==> src/hdl/tts_pkg.sv <==
// ----------------------------------------------------------------------------
// tts_pkg
// Types, tables and constants shared by the triangle tone sequencer.
// ----------------------------------------------------------------------------
package tts_pkg;

  localparam int unsigned PH_W     = 14;  // phase accumulator, modulo SAMPLE_RATE
  localparam int unsigned FREQ_W   = 11;  // note frequency in Hz
  localparam int unsigned POS_W    = 12;  // position within a note, in samples
  localparam int unsigned ENV_W    = 7;   // envelope, 0 to 64
  localparam int unsigned AMP_W    = 12;  // voice amplitude
  localparam int unsigned MAG_W    = 13;  // triangle magnitude, 0 to 8000
  localparam int unsigned SAMPLE_W = 14;
  localparam int unsigned OPND_W   = 20;  // shared multiplier operand width
  localparam int unsigned PROD_W   = 2 * OPND_W;
  localparam int unsigned MULR_W   = 39;  // holds the widest product actually produced

  localparam int unsigned SAMPLE_RATE = 16000;
  localparam int unsigned HALF_RATE   = 8000;
  localparam int unsigned TRI_TOP     = 24000;
  localparam int unsigned ENV_LEN     = 64;
  localparam int unsigned STEP_LEN    = 3200;
  localparam int unsigned MELODY_LEN  = 2700;
  localparam int unsigned BASS_LEN    = 1600;
  localparam int unsigned MELODY_AMP  = 1540;
  localparam int unsigned BASS_AMP    = 770;
  localparam int unsigned CUE_AMP     = 2600;

  // x / 8000 = (x >> 6) / 125; the quotient by 125 is (y * REC_K) >> REC_SH,
  // exact for y below about six million
  localparam int unsigned ENV_SH = 6;
  localparam int unsigned REC_SH = 26;
  localparam int unsigned REC_K  = 536871;

  typedef struct packed {
    logic       mode;
    logic       enable;
    logic       music_on;
    logic [2:0] cue;
  } in_item_t;

  typedef struct packed {
    logic signed [SAMPLE_W-1:0] sample;
    logic                       running;
  } out_item_t;

  typedef enum logic [2:0] {
    DP_IDLE,
    DP_CLEAR,
    DP_LOAD,
    DP_MUL_AMP,
    DP_MUL_REC,
    DP_MUL_ENV
  } dp_op_t;

  typedef struct packed {
    dp_op_t           op;
    logic [AMP_W-1:0] amp;
  } dp_ctl_t;

  typedef enum logic [2:0] {
    ST_IDLE,
    ST_LOAD,
    ST_MAMP,
    ST_MREC,
    ST_MENV,
    ST_UPD,
    ST_DONE
  } state_t;

  typedef enum logic [1:0] {
    V_MEL,
    V_BASS,
    V_CUE
  } voice_t;

  typedef enum logic [2:0] {
    CUE_NONE,
    CUE_BUTTON,
    CUE_START,
    CUE_STOP,
    CUE_WIN,
    CUE_LOSE,
    CUE_MATCH,
    CUE_BAD
  } cue_t;

  typedef struct packed {
    logic [FREQ_W-1:0] freq;
    logic [POS_W-1:0]  dur;
  } note_t;

  localparam logic [FREQ_W-1:0] TUNE_TAB [32] = '{
    11'd440, 11'd0,   11'd659, 11'd440, 11'd784, 11'd659, 11'd523, 11'd0,
    11'd587, 11'd0,   11'd698, 11'd587, 11'd880, 11'd784, 11'd659, 11'd0,
    11'd523, 11'd659, 11'd784, 11'd0,   11'd698, 11'd587, 11'd440, 11'd0,
    11'd494, 11'd587, 11'd659, 11'd784, 11'd659, 11'd494, 11'd440, 11'd0
  };

  localparam logic [FREQ_W-1:0] LOW_TAB [4] = '{11'd110, 11'd147, 11'd131, 11'd165};

  localparam logic [FREQ_W-1:0] CUE_FREQ [16] = '{
    11'd1047, 11'd784, 11'd523, 11'd659, 11'd784, 11'd988, 11'd392, 11'd330,
    11'd262,  11'd523, 11'd659, 11'd784, 11'd0,   11'd784, 11'd0,   11'd0
  };

  localparam logic [7:0] CUE_MS [16] = '{
    8'd28,  8'd24, 8'd40, 8'd80, 8'd80, 8'd120, 8'd100, 8'd100,
    8'd120, 8'd90, 8'd90, 8'd90, 8'd60, 8'd90,  8'd0,   8'd0
  };

  localparam logic [3:0] CUE_FIRST [8] = '{4'd0, 4'd0, 4'd1, 4'd2, 4'd3, 4'd6, 4'd9, 4'd0};
  localparam logic [2:0] CUE_COUNT [8] = '{3'd0, 3'd1, 3'd1, 3'd1, 3'd3, 3'd3, 3'd6, 3'd0};

  localparam logic [2:0]        MATCH_LAST      = 3'd5;
  localparam logic [FREQ_W-1:0] MATCH_LAST_FREQ = 11'd1047;
  localparam logic [7:0]        MATCH_LAST_MS   = 8'd220;

  // frequency and length in samples (16 per millisecond) of one cue note
  function automatic note_t cue_tone(input logic [2:0] c, input logic [2:0] idx);
    note_t      n;
    logic [7:0] ms;
    logic [3:0] ti;
    n  = '0;
    ms = '0;
    ti = CUE_FIRST[c] + {1'b0, idx};
    if (idx < CUE_COUNT[c]) begin
      if (c == CUE_MATCH && idx == MATCH_LAST) begin
        n.freq = MATCH_LAST_FREQ;
        ms     = MATCH_LAST_MS;
      end else begin
        n.freq = CUE_FREQ[ti];
        ms     = CUE_MS[ti];
      end
    end
    n.dur = {ms, 4'b0000};
    return n;
  endfunction

endpackage

==> src/hdl/triangle_tone_sequencer.sv <==
// ----------------------------------------------------------------------------
// triangle_tone_sequencer
// Three-voice triangle tone generator with melody, bass and cue sequencing.
// ----------------------------------------------------------------------------
// Each tick transfer yields one signed sample at an assumed 16 kHz: the sum of
// a looping 32-step melody voice, a bass voice and a one-shot cue voice, each a
// triangle wave from a phase accumulator with a linear 64-sample attack and
// release. A set transfer clears everything (enable low) or enables the
// generator, sets the music flag and starts or cancels a cue; its result
// carries a zero sample. Every result reports whether the generator is still
// running. All three voices go through one shared datapath with one
// multiplier: a sounding voice passes the load and multiply states, a silent
// one the load state only, and a tick ends with the update and done states;
// a set command or a tick while disabled goes straight to done. The input is
// not ready while an item is in work; a finished result sits in an output
// register, so the next item may be taken while it waits.
// ----------------------------------------------------------------------------
module triangle_tone_sequencer
  import tts_pkg::*;
(
  input  logic      clk,
  input  logic      rst_n,
  input  logic      in_valid,
  output logic      in_ready,
  input  in_item_t  in_data,
  output logic      out_valid,
  input  logic      out_ready,
  output out_item_t out_data
);

  state_t state_r, state_nxt;
  voice_t voice_r;

  // generator state
  logic              enabled_r;
  logic              music_r;
  logic [2:0]        cue_r;
  logic [2:0]        cue_idx_r;
  logic [POS_W-1:0]  cue_cnt_r;
  logic [PH_W-1:0]   cue_ph_r;
  logic [POS_W-1:0]  mus_pos_r;
  logic [4:0]        mus_step_r;
  logic [PH_W-1:0]   mel_ph_r;
  logic [PH_W-1:0]   bass_ph_r;

  logic              out_valid_r;
  out_item_t         out_data_r;

  // selected voice
  logic [FREQ_W-1:0] v_freq;
  logic [POS_W-1:0]  v_pos;
  logic [POS_W-1:0]  v_dur;
  logic [AMP_W-1:0]  v_amp;
  logic [PH_W-1:0]   v_phase;
  logic              v_on;
  logic              v_live;
  logic              v_last;

  note_t             cur_note;
  note_t             next_note;
  logic [POS_W-1:0]  cue_cnt_inc;

  logic              in_xfer;
  logic              out_free;
  dp_ctl_t           dp_ctl;
  logic [PH_W-1:0]   dp_phase_new;
  logic signed [SAMPLE_W-1:0] dp_acc;

  assign in_xfer     = in_valid && in_ready;
  assign out_free    = !out_valid_r || out_ready;
  assign cur_note    = cue_tone(cue_r, cue_idx_r);
  assign next_note   = cue_tone(cue_r, cue_idx_r + 3'd1);
  assign cue_cnt_inc = cue_cnt_r + POS_W'(1);

  // route the voice under work to the shared datapath
  always_comb begin
    unique case (voice_r)
      V_MEL: begin
        v_freq  = TUNE_TAB[mus_step_r];
        v_pos   = mus_pos_r;
        v_dur   = POS_W'(MELODY_LEN);
        v_amp   = AMP_W'(MELODY_AMP);
        v_phase = mel_ph_r;
        v_on    = music_r;
      end
      V_BASS: begin
        v_freq  = LOW_TAB[mus_step_r[4:3]];
        v_pos   = mus_pos_r;
        v_dur   = POS_W'(BASS_LEN);
        v_amp   = AMP_W'(BASS_AMP);
        v_phase = bass_ph_r;
        v_on    = music_r;
      end
      V_CUE: begin
        v_freq  = cur_note.freq;
        v_pos   = cue_cnt_r;
        v_dur   = cur_note.dur;
        v_amp   = AMP_W'(CUE_AMP);
        v_phase = cue_ph_r;
        v_on    = cue_r != CUE_NONE;
      end
      default: begin
        v_freq  = '0;
        v_pos   = '0;
        v_dur   = '0;
        v_amp   = '0;
        v_phase = '0;
        v_on    = 1'b0;
      end
    endcase
  end

  // a rest or a finished note stays silent and keeps its phase
  assign v_live = v_on && (v_freq != '0) && (v_pos < v_dur);
  assign v_last = voice_r == V_CUE;

  // next state
  always_comb begin
    state_nxt = state_r;
    unique case (state_r)
      ST_IDLE: begin
        if (in_xfer) begin
          state_nxt = (!in_data.mode && enabled_r) ? ST_LOAD : ST_DONE;
        end
      end
      ST_LOAD: begin
        if (v_live) begin
          state_nxt = ST_MAMP;
        end else if (v_last) begin
          state_nxt = ST_UPD;
        end
      end
      ST_MAMP: state_nxt = ST_MREC;
      ST_MREC: state_nxt = ST_MENV;
      ST_MENV: state_nxt = v_last ? ST_UPD : ST_LOAD;
      ST_UPD:  state_nxt = ST_DONE;
      ST_DONE: begin
        if (out_free) begin
          state_nxt = ST_IDLE;
        end
      end
      default: state_nxt = ST_IDLE;
    endcase
  end

  // outputs of the sequencer
  always_comb begin
    in_ready   = 1'b0;
    dp_ctl.op  = DP_IDLE;
    dp_ctl.amp = v_amp;
    unique case (state_r)
      ST_IDLE: begin
        in_ready  = 1'b1;
        dp_ctl.op = in_valid ? DP_CLEAR : DP_IDLE;
      end
      ST_LOAD: dp_ctl.op = v_live ? DP_LOAD : DP_IDLE;
      ST_MAMP: dp_ctl.op = DP_MUL_AMP;
      ST_MREC: dp_ctl.op = DP_MUL_REC;
      ST_MENV: dp_ctl.op = DP_MUL_ENV;
      default: dp_ctl.op = DP_IDLE;
    endcase
  end

  always_ff @(posedge clk) begin
    if (!rst_n) begin
      state_r <= ST_IDLE;
    end else begin
      state_r <= state_nxt;
    end
  end

  // walk the voices in order: melody, bass, cue
  always_ff @(posedge clk) begin
    if (!rst_n) begin
      voice_r <= V_MEL;
    end else if (state_r == ST_IDLE) begin
      voice_r <= V_MEL;
    end else if ((state_r == ST_LOAD && !v_live) || state_r == ST_MENV) begin
      unique case (voice_r)
        V_MEL:   voice_r <= V_BASS;
        V_BASS:  voice_r <= V_CUE;
        default: voice_r <= V_CUE;
      endcase
    end
  end

  always_ff @(posedge clk) begin
    if (!rst_n) begin
      enabled_r  <= 1'b0;
      music_r    <= 1'b0;
      cue_r      <= CUE_NONE;
      cue_idx_r  <= '0;
      cue_cnt_r  <= '0;
      cue_ph_r   <= '0;
      mus_pos_r  <= '0;
      mus_step_r <= '0;
      mel_ph_r   <= '0;
      bass_ph_r  <= '0;
    end else begin
      unique case (state_r)
        ST_IDLE: begin
          if (in_xfer && in_data.mode) begin
            if (!in_data.enable) begin
              // clear everything
              enabled_r  <= 1'b0;
              music_r    <= 1'b0;
              cue_r      <= CUE_NONE;
              cue_idx_r  <= '0;
              cue_cnt_r  <= '0;
              cue_ph_r   <= '0;
              mus_pos_r  <= '0;
              mus_step_r <= '0;
              mel_ph_r   <= '0;
              bass_ph_r  <= '0;
            end else begin
              // latch the cue and restart it; music keeps its place
              enabled_r <= 1'b1;
              music_r   <= in_data.music_on;
              cue_r     <= (in_data.cue == CUE_BAD) ? CUE_NONE : in_data.cue;
              cue_idx_r <= '0;
              cue_cnt_r <= '0;
              cue_ph_r  <= '0;
            end
          end
        end
        ST_LOAD: begin
          if (v_live) begin
            unique case (voice_r)
              V_MEL:   mel_ph_r  <= dp_phase_new;
              V_BASS:  bass_ph_r <= dp_phase_new;
              default: cue_ph_r  <= dp_phase_new;
            endcase
          end
        end
        ST_UPD: begin
          // advance the music position, stepping the tune every STEP_LEN samples
          if (music_r) begin
            if (mus_pos_r == POS_W'(STEP_LEN - 1)) begin
              mus_pos_r  <= '0;
              mus_step_r <= mus_step_r + 5'd1;
            end else begin
              mus_pos_r <= mus_pos_r + POS_W'(1);
            end
          end
          // advance the cue; drop it once its last note has elapsed
          if (cue_r != CUE_NONE) begin
            if (cue_cnt_inc >= cur_note.dur) begin
              cue_cnt_r <= '0;
              cue_ph_r  <= '0;
              cue_idx_r <= cue_idx_r + 3'd1;
              if (next_note.dur == '0) begin
                cue_r <= CUE_NONE;
              end
            end else begin
              cue_cnt_r <= cue_cnt_inc;
            end
          end
        end
        default: begin
        end
      endcase
    end
  end

  // result register: hold until the transfer completes
  always_ff @(posedge clk) begin
    if (!rst_n) begin
      out_valid_r <= 1'b0;
    end else if (state_r == ST_DONE && out_free) begin
      out_valid_r <= 1'b1;
    end else if (out_ready) begin
      out_valid_r <= 1'b0;
    end
  end

  always_ff @(posedge clk) begin
    if (state_r == ST_DONE && out_free) begin
      out_data_r.sample  <= dp_acc;
      out_data_r.running <= enabled_r && (music_r || cue_r != CUE_NONE);
    end
  end

  assign out_valid = out_valid_r;
  assign out_data  = out_data_r;

  tts_dp u_dp (
    .clk       (clk),
    .ctl       (dp_ctl),
    .phase     (v_phase),
    .freq      (v_freq),
    .pos       (v_pos),
    .dur       (v_dur),
    .phase_new (dp_phase_new),
    .acc       (dp_acc)
  );

`ifndef SYNTH
  a_cue_idx_in_range: assert property (@(posedge clk) disable iff (!rst_n)
    (cue_r != CUE_NONE) |-> (cue_idx_r < CUE_COUNT[cue_r]))
    else $error("cue note index past the end of its cue");

  a_cue_cnt_in_note: assert property (@(posedge clk) disable iff (!rst_n)
    (cue_r != CUE_NONE) |-> (cue_cnt_r < cur_note.dur))
    else $error("cue position beyond the current note");

  a_mus_pos_in_step: assert property (@(posedge clk) disable iff (!rst_n)
    mus_pos_r < POS_W'(STEP_LEN))
    else $error("music position beyond one step");

  a_phase_wrapped: assert property (@(posedge clk) disable iff (!rst_n)
    (mel_ph_r < PH_W'(SAMPLE_RATE)) && (bass_ph_r < PH_W'(SAMPLE_RATE)) &&
    (cue_ph_r < PH_W'(SAMPLE_RATE)))
    else $error("phase accumulator not wrapped");

  a_busy_after_xfer: assert property (@(posedge clk) disable iff (!rst_n)
    in_xfer |=> !in_ready)
    else $error("input taken again before the result was formed");
`endif

endmodule

==> src/hdl/tts_dp.sv <==
// ----------------------------------------------------------------------------
// tts_dp
// Shared voice datapath: phase step, triangle shaping, one multiplier.
// ----------------------------------------------------------------------------
module tts_dp
  import tts_pkg::*;
(
  input  logic                       clk,
  input  dp_ctl_t                    ctl,
  input  logic [PH_W-1:0]            phase,
  input  logic [FREQ_W-1:0]          freq,
  input  logic [POS_W-1:0]           pos,
  input  logic [POS_W-1:0]           dur,
  output logic [PH_W-1:0]            phase_new,
  output logic signed [SAMPLE_W-1:0] acc
);

  logic [PH_W:0]                ph_sum;
  logic [PH_W:0]                ph_wrap;
  logic [PH_W:0]                p2;
  logic [PH_W:0]                mag_wide;
  logic                         neg;
  logic [POS_W-1:0]             rem;
  logic [POS_W-1:0]             env_wide;
  logic [OPND_W-1:0]            opa;
  logic [OPND_W-1:0]            opb;
  logic [PROD_W-1:0]            prod;
  logic [MAG_W-1:0]             scaled;
  logic signed [SAMPLE_W-1:0]   term;

  logic                         neg_r;
  logic [MAG_W-1:0]             tmag_r;
  logic [ENV_W-1:0]             env_r;
  logic [MULR_W-1:0]            mul_r;
  logic signed [SAMPLE_W-1:0]   acc_r;

  // phase step and wrap
  assign ph_sum    = {1'b0, phase} + {{(PH_W + 1 - FREQ_W){1'b0}}, freq};
  assign ph_wrap   = (ph_sum >= (PH_W + 1)'(SAMPLE_RATE)) ?
                     ph_sum - (PH_W + 1)'(SAMPLE_RATE) : ph_sum;
  assign phase_new = ph_wrap[PH_W-1:0];
  assign p2        = {ph_wrap[PH_W-1:0], 1'b0};

  // triangle as sign and magnitude
  always_comb begin
    if (p2 < (PH_W + 1)'(2 * HALF_RATE)) begin
      neg      = p2 < (PH_W + 1)'(HALF_RATE);
      mag_wide = neg ? (PH_W + 1)'(HALF_RATE) - p2 : p2 - (PH_W + 1)'(HALF_RATE);
    end else begin
      neg      = p2 > (PH_W + 1)'(TRI_TOP);
      mag_wide = neg ? p2 - (PH_W + 1)'(TRI_TOP) : (PH_W + 1)'(TRI_TOP) - p2;
    end
  end

  // envelope: shortest of ramp length, distance from start, distance to end
  always_comb begin
    rem      = dur - pos;
    env_wide = POS_W'(ENV_LEN);
    if (pos < env_wide) begin
      env_wide = pos;
    end
    if (rem < env_wide) begin
      env_wide = rem;
    end
  end

  always_comb begin
    unique case (ctl.op)
      DP_MUL_AMP: begin
        opa = OPND_W'(tmag_r);
        opb = OPND_W'(ctl.amp);
      end
      DP_MUL_REC: begin
        opa = OPND_W'(mul_r[24:ENV_SH]);
        opb = OPND_W'(REC_K);
      end
      DP_MUL_ENV: begin
        opa = OPND_W'(mul_r[MULR_W-1:REC_SH]);
        opb = OPND_W'(env_r);
      end
      default: begin
        opa = '0;
        opb = '0;
      end
    endcase
  end

  assign prod   = opa * opb;
  assign scaled = prod[ENV_SH + MAG_W - 1:ENV_SH];
  assign term   = neg_r ? -$signed({1'b0, scaled}) : $signed({1'b0, scaled});

  always_ff @(posedge clk) begin
    unique case (ctl.op)
      DP_CLEAR: begin
        acc_r <= '0;
      end
      DP_LOAD: begin
        neg_r  <= neg;
        tmag_r <= mag_wide[MAG_W-1:0];
        env_r  <= env_wide[ENV_W-1:0];
      end
      DP_MUL_AMP, DP_MUL_REC: begin
        mul_r <= prod[MULR_W-1:0];
      end
      DP_MUL_ENV: begin
        acc_r <= acc_r + term;
      end
      default: begin
      end
    endcase
  end

  assign acc = acc_r;

endmodule
==> config.mk <==
export PLATFORM = sky130hd
export DESIGN_NAME = triangle_tone_sequencer
export DESIGN_NICKNAME = d
export VERILOG_FILES = /design/src/hdl/tts_pkg.sv /design/src/hdl/triangle_tone_sequencer.sv /design/src/hdl/tts_dp.sv
export SDC_FILE = /design/constraint.sdc
export NUM_CORES = 1
export LEC_CHECK = 0
export BUFFER_PORTS_ARGS = -buffer_cell sky130_fd_sc_hd__buf_2
export CAP_MARGIN = 20
export CORE_MARGIN = 2
export CORE_UTILIZATION = 65
export DETAILED_ROUTE_END_ITERATION = 10
export GPL_TIMING_DRIVEN = 1
export PLACE_DENSITY = 0.81
export SETUP_SLACK_MARGIN = 0.02
export SYNTH_ARGS = -nofsm -noshare
export SYNTH_HDL_FRONTEND = slang
export SYNTH_HIERARCHICAL = 1
export SYNTH_SLANG_ARGS = --single-unit
==> constraint.sdc <==
create_clock -name clk -period 35.1 [get_ports clk]
set_input_delay 7.02 -clock clk [delete_from_list [all_inputs] [get_ports clk]]
set_output_delay 7.02 -clock clk [all_outputs]
set_load 0.005 [all_outputs]
# Yosys cells after proc, flatten, opt, wreduce, memory -nomap -nowiden
# Memories as Yosys holds them, arrays and structs flattened.
# Index checks and enable logic that the tools add are counted.
dict set report totals {
  output_inout_bits 17
  regBits 174
  rom_bits 840
  input_bits 10
  elab_cells 227
  n_memories 6
}
# name depth width rd rd_clocked_by_memory_dff wr line
set mem_list {}
lappend mem_list {{(no name shown)} 32 11 1 0 0 triangle_tone_sequencer.sv:79} ;# v_freq = TUNE_TAB[mus_step_r];
lappend mem_list {{(no name shown)} 16 11 1 0 0 tts_pkg.sv:132} ;# n.freq = CUE_FREQ[ti];
lappend mem_list {{(no name shown)} 16 8 1 0 0 tts_pkg.sv:133} ;# ms = CUE_MS[ti];
lappend mem_list {{(no name shown)} 16 8 1 0 0 tts_pkg.sv:133}
lappend mem_list {{(no name shown)} 8 4 1 0 0 tts_pkg.sv:126} ;# ti = CUE_FIRST[c] + {1'b0, idx};
lappend mem_list {{(no name shown)} 8 3 1 0 0 tts_pkg.sv:127} ;# if (idx < CUE_COUNT[c]) begin
dict set report op_classes {
  mux 93
  multipliers 1
  n_reduce_logical 39
  n_lt_le_gt_ge 15
  n_eq_ne 32
  addsub 15
  bitwise 6
}
# operator n
set op_table {}
lappend op_table {{two-way mux 14 bit} 13}
lappend op_table {{two-way mux 12 bit} 8}
lappend op_table {{two-way mux 11 bit} 8}
lappend op_table {{one-hot mux 14 bit (2 select lines)} 3}
lappend op_table {{one-hot mux 14 bit (3 select lines)} 2}
lappend op_table {{one-hot mux 12 bit (2 select lines)} 3}
lappend op_table {{one-hot mux 12 bit (3 select lines)} 2}
lappend op_table {{two-way mux 8 bit} 8}
lappend op_table {{one-hot mux 20 bit (3 select lines)} 1}
lappend op_table {{one-hot mux 19 bit (3 select lines)} 1}
lappend op_table {{two-way mux 3 bit} 17}
lappend op_table {{multiplier 19 x 20 -> 39 bit} 1}
lappend op_table {{two-way mux 13 bit} 3}
lappend op_table {{one-hot mux 11 bit (3 select lines)} 1}
lappend op_table {{== test 3 bit (second input constant)} 9}
lappend op_table {{subtractor 13 bit (first input constant)} 2}
lappend op_table {{subtractor 13 bit (second input constant)} 2}
lappend op_table {{adder 12 x 1 -> 12 bit (second input constant)} 2}
lappend op_table {{less-than comparator 12 bit} 2}
lappend op_table {{binary-select mux 11 bit (select 2 bit)} 1}
lappend op_table {{one-hot mux 3 bit (7 select lines)} 1}
lappend op_table {{two-way mux 5 bit} 4}
lappend op_table {{inequality test 2 bit (second input constant)} 10}
lappend op_table {{AND reduction 5 bit} 4}
lappend op_table {{other kinds (53)} 93}

# Logic depth before layout (Yosys ltp)
dict set report logic_depth {
  word_depth 24
  mapped_depth 62
}

# Hierarchy
# Netlist, hierarchy kept.
# module cells_each n_inst area_per_inst_um2
set modules_own_cells {}
lappend modules_own_cells {tts_dp 1586 1 14602.8}
lappend modules_own_cells {triangle_tone_sequencer 866 1 6996.7}

# Least setup slack after synthesis
# OpenSTA, ideal clock, no wires.
dict set report synth_path {
  path_kind {in2reg}
  from {input port in_valid}
  to {register u_dp.acc_r[13], in the netlist u_dp/acc[13] (data pin)}
  path_buffers 2
  path_stages 37
  slack_ns 19.001
  arrival_ns 15.833
  path_cell_list {nor3_1 > a211oi_1 > buf_2 > nor2_1 > and2_1 > a221oi_1 > nor2_1 > fa_1 > fa_1 > inv_1 > fa_1 > inv_1 > fa_1 > inv_1 > fa_1 > fa_1 > inv_1 > ha_1 > clkbuf_1 > a21o_1 > a21oi_1 > o21bai_1 > nand2_1 > o21ai_0 > or2_2 > nor2_1 > xnor2_1 > or4_1 > o21ai_0 > xnor2_1 > ha_1 > or4_1 > a31o_2 > a21oi_1 > xor2_1 > xnor2_1 > nor2_1}
}
# element line
set synth_lines {}
lappend synth_lines {{from (decl)} triangle_tone_sequencer.sv:23} ;# input logic in_valid,
lappend synth_lines {{to (signal assigned)} tts_dp.sv:106} ;# acc_r <= acc_r + term;
lappend synth_lines {{to (decl)} tts_dp.sv:35} ;# logic signed [SAMPLE_W-1:0] acc_r;

==> qor.yml <==
logic_synthesis:
  synth_seq_cells: 166
  synth_simple_gate_area_share_pct: 16.4
  yosys.area_share.xor_xnor_pct: 4.05
  synth_cell_type_count: 104
  synth_top_area_share_pct: 20.3
  synth.area.top_cells: "fa_1, ha_1, edfxtp_1"
  synth_area_um2: 21600
  synth_top_family_by_area: "adder cells"
  synth.avg_cell_area_um2: 8.81
  synth_flop_cell: "dfxtp_1"
  synth-edff-count: 81
  syn_inst: 2452
  yosys.area.top_type: "fa_1"
  ys_warn_count: 6
  synth_fa_ha_area_share_pct: 33.3
  synth_seq_area_share_pct: 19.1
  muxShareOfSynthArea_pct: 3.38
  synth-async-reset-ratio_pct: 0
  synth_compound_area_share_pct: 15.3
drt:
  post_drt_wl_per_cell_um: 18.3
  drtIter0Drc: 1579
  drc: 0
  dr.pass1.iters: 6
  via_per_inst: 6.02
  antenna_left: 0
  totalWireLength_mm: 53.9
  vias: 17748
cells_and_area:
  syn_to_final_growth_pct: 6.02
  fillers: 2554
  nets: 2944
  final_cell_area_um2: 22900
  drive_gt1_share_pct: 5.71
  multi_input_comb_area_um2: 15900
  final-seq-area_um2: 4140
worst_setup_path:
  arrival_ps: 16770
  required_ps: 35290
  cpPeakStageDelay_ps: 860
  ff2ff_setup_slack_ps: 19990
  critPathLaunchType: "input pin"
  endpoint: "u_dp/acc[13]$_SDFFCE_PP0P_"
  timing.rr.end: "u_dp/acc[13]$_SDFFCE_PP0P_"
  end_kind: "flop"
  path_common_cell: "fa_1"
  cp-startpoint: "in_valid"
  worst-setup-path-type: "in -> reg"
  cp_max_fo: 45
  worst_r2r_path_depth: 53
  r2r-start: "cue_r[2]$_SDFFE_PN0P_"
  crit_slowest_cell: "a221oi_1"
placement:
  numPortBuffers: 26
  hpwl_mm: 42.4
  post_dp_cell_area_um2: 22300
  place_congestion: 0.985
pwr:
  power.share.switching_pct: 46.9
  p_int_mw: 0.632
  leakage_nw: 10.6
  clkPwrFrac_pct: 16.5
  powerDensity_nw_per_um2: 51.9
  p_seq_share_pct: 23.2
  irDropWorstVdd_mv: 0.0531
  power_switching_mw: 0.557
  p_comb_share_pct: 60.4
clocking:
  clock-sinks: 166
  cts_root_buffer: "clkbuf_16"
  htreeDepth: 4
  path_clk_slew_ps: 80
  cts_buffer_depth: 2
  post_cts_buffers: 0
  cts_tree: "done"
  hold_buffers: 0
  insertion_delay_ps: 450
  post_cts_resized: 0
  numCtsBuffers: 17
sta:
  worst_pin_slew_ps: 1240
  hold_viol: 0
  finalCritPeriodShare_pct: 47.2
  slew_violations: 0
  timing.clock.skew_ps: 17.9
  setup_viol: 0
  slew_headroom_pct: 17.1
  min_period_ps: 16580
  max_freq_ghz: 0.0603
  rsz0062_at_grt: "no"
  fin_setup_tns_ps: 0
floorplanning:
  die_h_um: 186
  die_area_um2: 34700
  rows: 66
  io_pins: 27
  initial_core_util_pct: 66.2
  die_x_um: 186
  core_um2: 32600
global_routing:
  first_global_vias: 17369
  track_usage_pct: 32.3
  antenna_found_initial: 1
  grt_pass1_wl_mm: 87.9
  grt_remaining_overflow: 0
  grt_max_degree: 59
outcome:
  status: "finished, final reports clean"
job:
  maxCapViolations: 0
worst_hold_path:
  hp-class: "reg -> reg"
[Yosys cell counts (27+ instances only)]
library cell  count
nor2_1          185
a21oi_1          79
and2_1           44
edfxtp_1         81
ha_1            225
nor2b_1          33
fa_1            219
dfxtp_1          85
mux2i_1          67
clkbuf_1         57
o21ai_0          82
inv_1           372
xnor2_1          77
a22o_1           27
nand3_1          35
a21o_1           30
nor3_1           35
nand2_1         282
[registers in the layout, summed over array words and instances (netlist names)]
register / cells
out_data: 15
u_dp/acc: 14
cue_r: 3
u_dp/tmag_r: 12
cue_idx_r: 3
mus_pos_r: 12
cue_cnt_r: 12
mus_step_r: 5
state_r: 3
voice_r: 2
bass_ph_r: 14
mel_ph_r: 14
enabled_r: 1
out_valid: 1
u_dp/neg_r: 1
cue_ph_r: 14
u_dp/env_r: 7
music_r: 1
u_dp/mul_r: 32
[stage by stage]
step | utilization [%] | total power, mW | setup WS (ps) | instances | hold WS, ps
after floorplan | - | 0.801 | 19000 | 2512 | 433
after global placement | 68.3 | 0.947 | 18400 | 2911 | 441
after detailed placement | 68.3 | 0.979 | 18150 | 2912 | 446
after CTS | 70.2 | 1.18 | 18620 | 2944 | 462
after global routing | 70.2 | 1.28 | 18020 | 2945 | 476
final | 70.2 | 1.19 | 18520 | 2946 | 459
[layout make-up]
| cell class | instances | share of cell area, % |
|---|---|---|
| Antenna cell | 1 | 0.0109 |
| Clock buffer | 17 | 1.86 |
| Clock inverter | 15 | 0.770 |
| Inverter | 377 | 6.18 |
| Multi-Input combinational cell | 1881 | 69.5 |
| Sequential cell | 166 | 18.1 |
| Tap cell | 442 | 2.42 |
| Timing Repair Buffer | 47 | 1.25 |
[how the worst min path moves through the flow]
stage | start | endpoint | depth (start not counted)
after global routing | u_dp/acc[11]$_SDFFCE_PP0P_ | out_data[12]$_DFFE_PP_ | 0
after floorplan | u_dp/acc[9]$_SDFFCE_PP0P_ | out_data[10]$_DFFE_PP_ | 0
after CTS | u_dp/acc[5]$_SDFFCE_PP0P_ | out_data[6]$_DFFE_PP_ | 0
after detailed placement | u_dp/acc[5]$_SDFFCE_PP0P_ | out_data[6]$_DFFE_PP_ | 0
after global placement | mel_ph_r[3]$_SDFFE_PN0P_ | mel_ph_r[3]$_SDFFE_PN0P_ | 2
final | mel_ph_r[5]$_SDFFE_PN0P_ | mel_ph_r[5]$_SDFFE_PN0P_ | 2
[kinds of logic after synthesis]
group                      Yosys count
and+or+nand+nor                    746
xor gates and xnor gates           100
buffers and inverters              465
AOI/OAI and AO/OA                  457
other                                3
adders and majority gates          444
DFF                                166
muxes                               71
[worst max-delay path: cells and delay by family]
kind,cells,cell delay [ps]
AO/OA/AOI/OAI,9,2300
adder cells (fa/ha/maj),8,3710
buffers and inverters,7,840
AND/OR/NAND/NOR,10,2250
XOR/XNOR,4,610
[placed cells by master (no fill, tap or decap), types with 15 or more instances in the layout]
cell type | synthesis | final
clkbuf_16 | 0 | 17
a21boi_0 | 15 | 15
a31oi_1 | 20 | 20
nor3_1 | 35 | 35
conb_1 | 3 | 63
inv_1 | 372 | 372
nor2_1 | 185 | 184
dfxtp_1 | 85 | 83
fa_1 | 219 | 219
buf_4 | 5 | 20
nand4_1 | 18 | 18
a21o_1 | 30 | 30
ha_1 | 225 | 225
and2_1 | 44 | 44
o21ai_0 | 82 | 82
buf_2 | 17 | 27
a21oi_1 | 79 | 79
and3_1 | 19 | 19
nand2_1 | 282 | 282
a22o_1 | 27 | 27
o22ai_1 | 22 | 22
nand3_1 | 35 | 35
nand2b_1 | 18 | 18
nor2b_1 | 33 | 33
xnor2_1 | 77 | 77
xor2_1 | 23 | 23
a221o_1 | 16 | 16
edfxtp_1 | 81 | 81
mux2i_1 | 67 | 67
[power by group through the flow]
stage,clock [mW],sequential (mW),combinational (mW)
after floorplan,0,0.263,0.538
after global placement,0,0.278,0.669
after detailed placement,0,0.278,0.700
after CTS,0.198,0.274,0.710
after global routing,0.205,0.278,0.798
final,0.196,0.276,0.718
[per-layer routing]
metal	global-route usage [%]	vias up	share of wire (%)
li1	-	8298	-
met1	40.3	8649	40
met2	55.0	666	49
met3	5.74	135	6.2
met4	14.6	0	4.6
met5	0	-	0
Power figures use the tool's default switching activity.
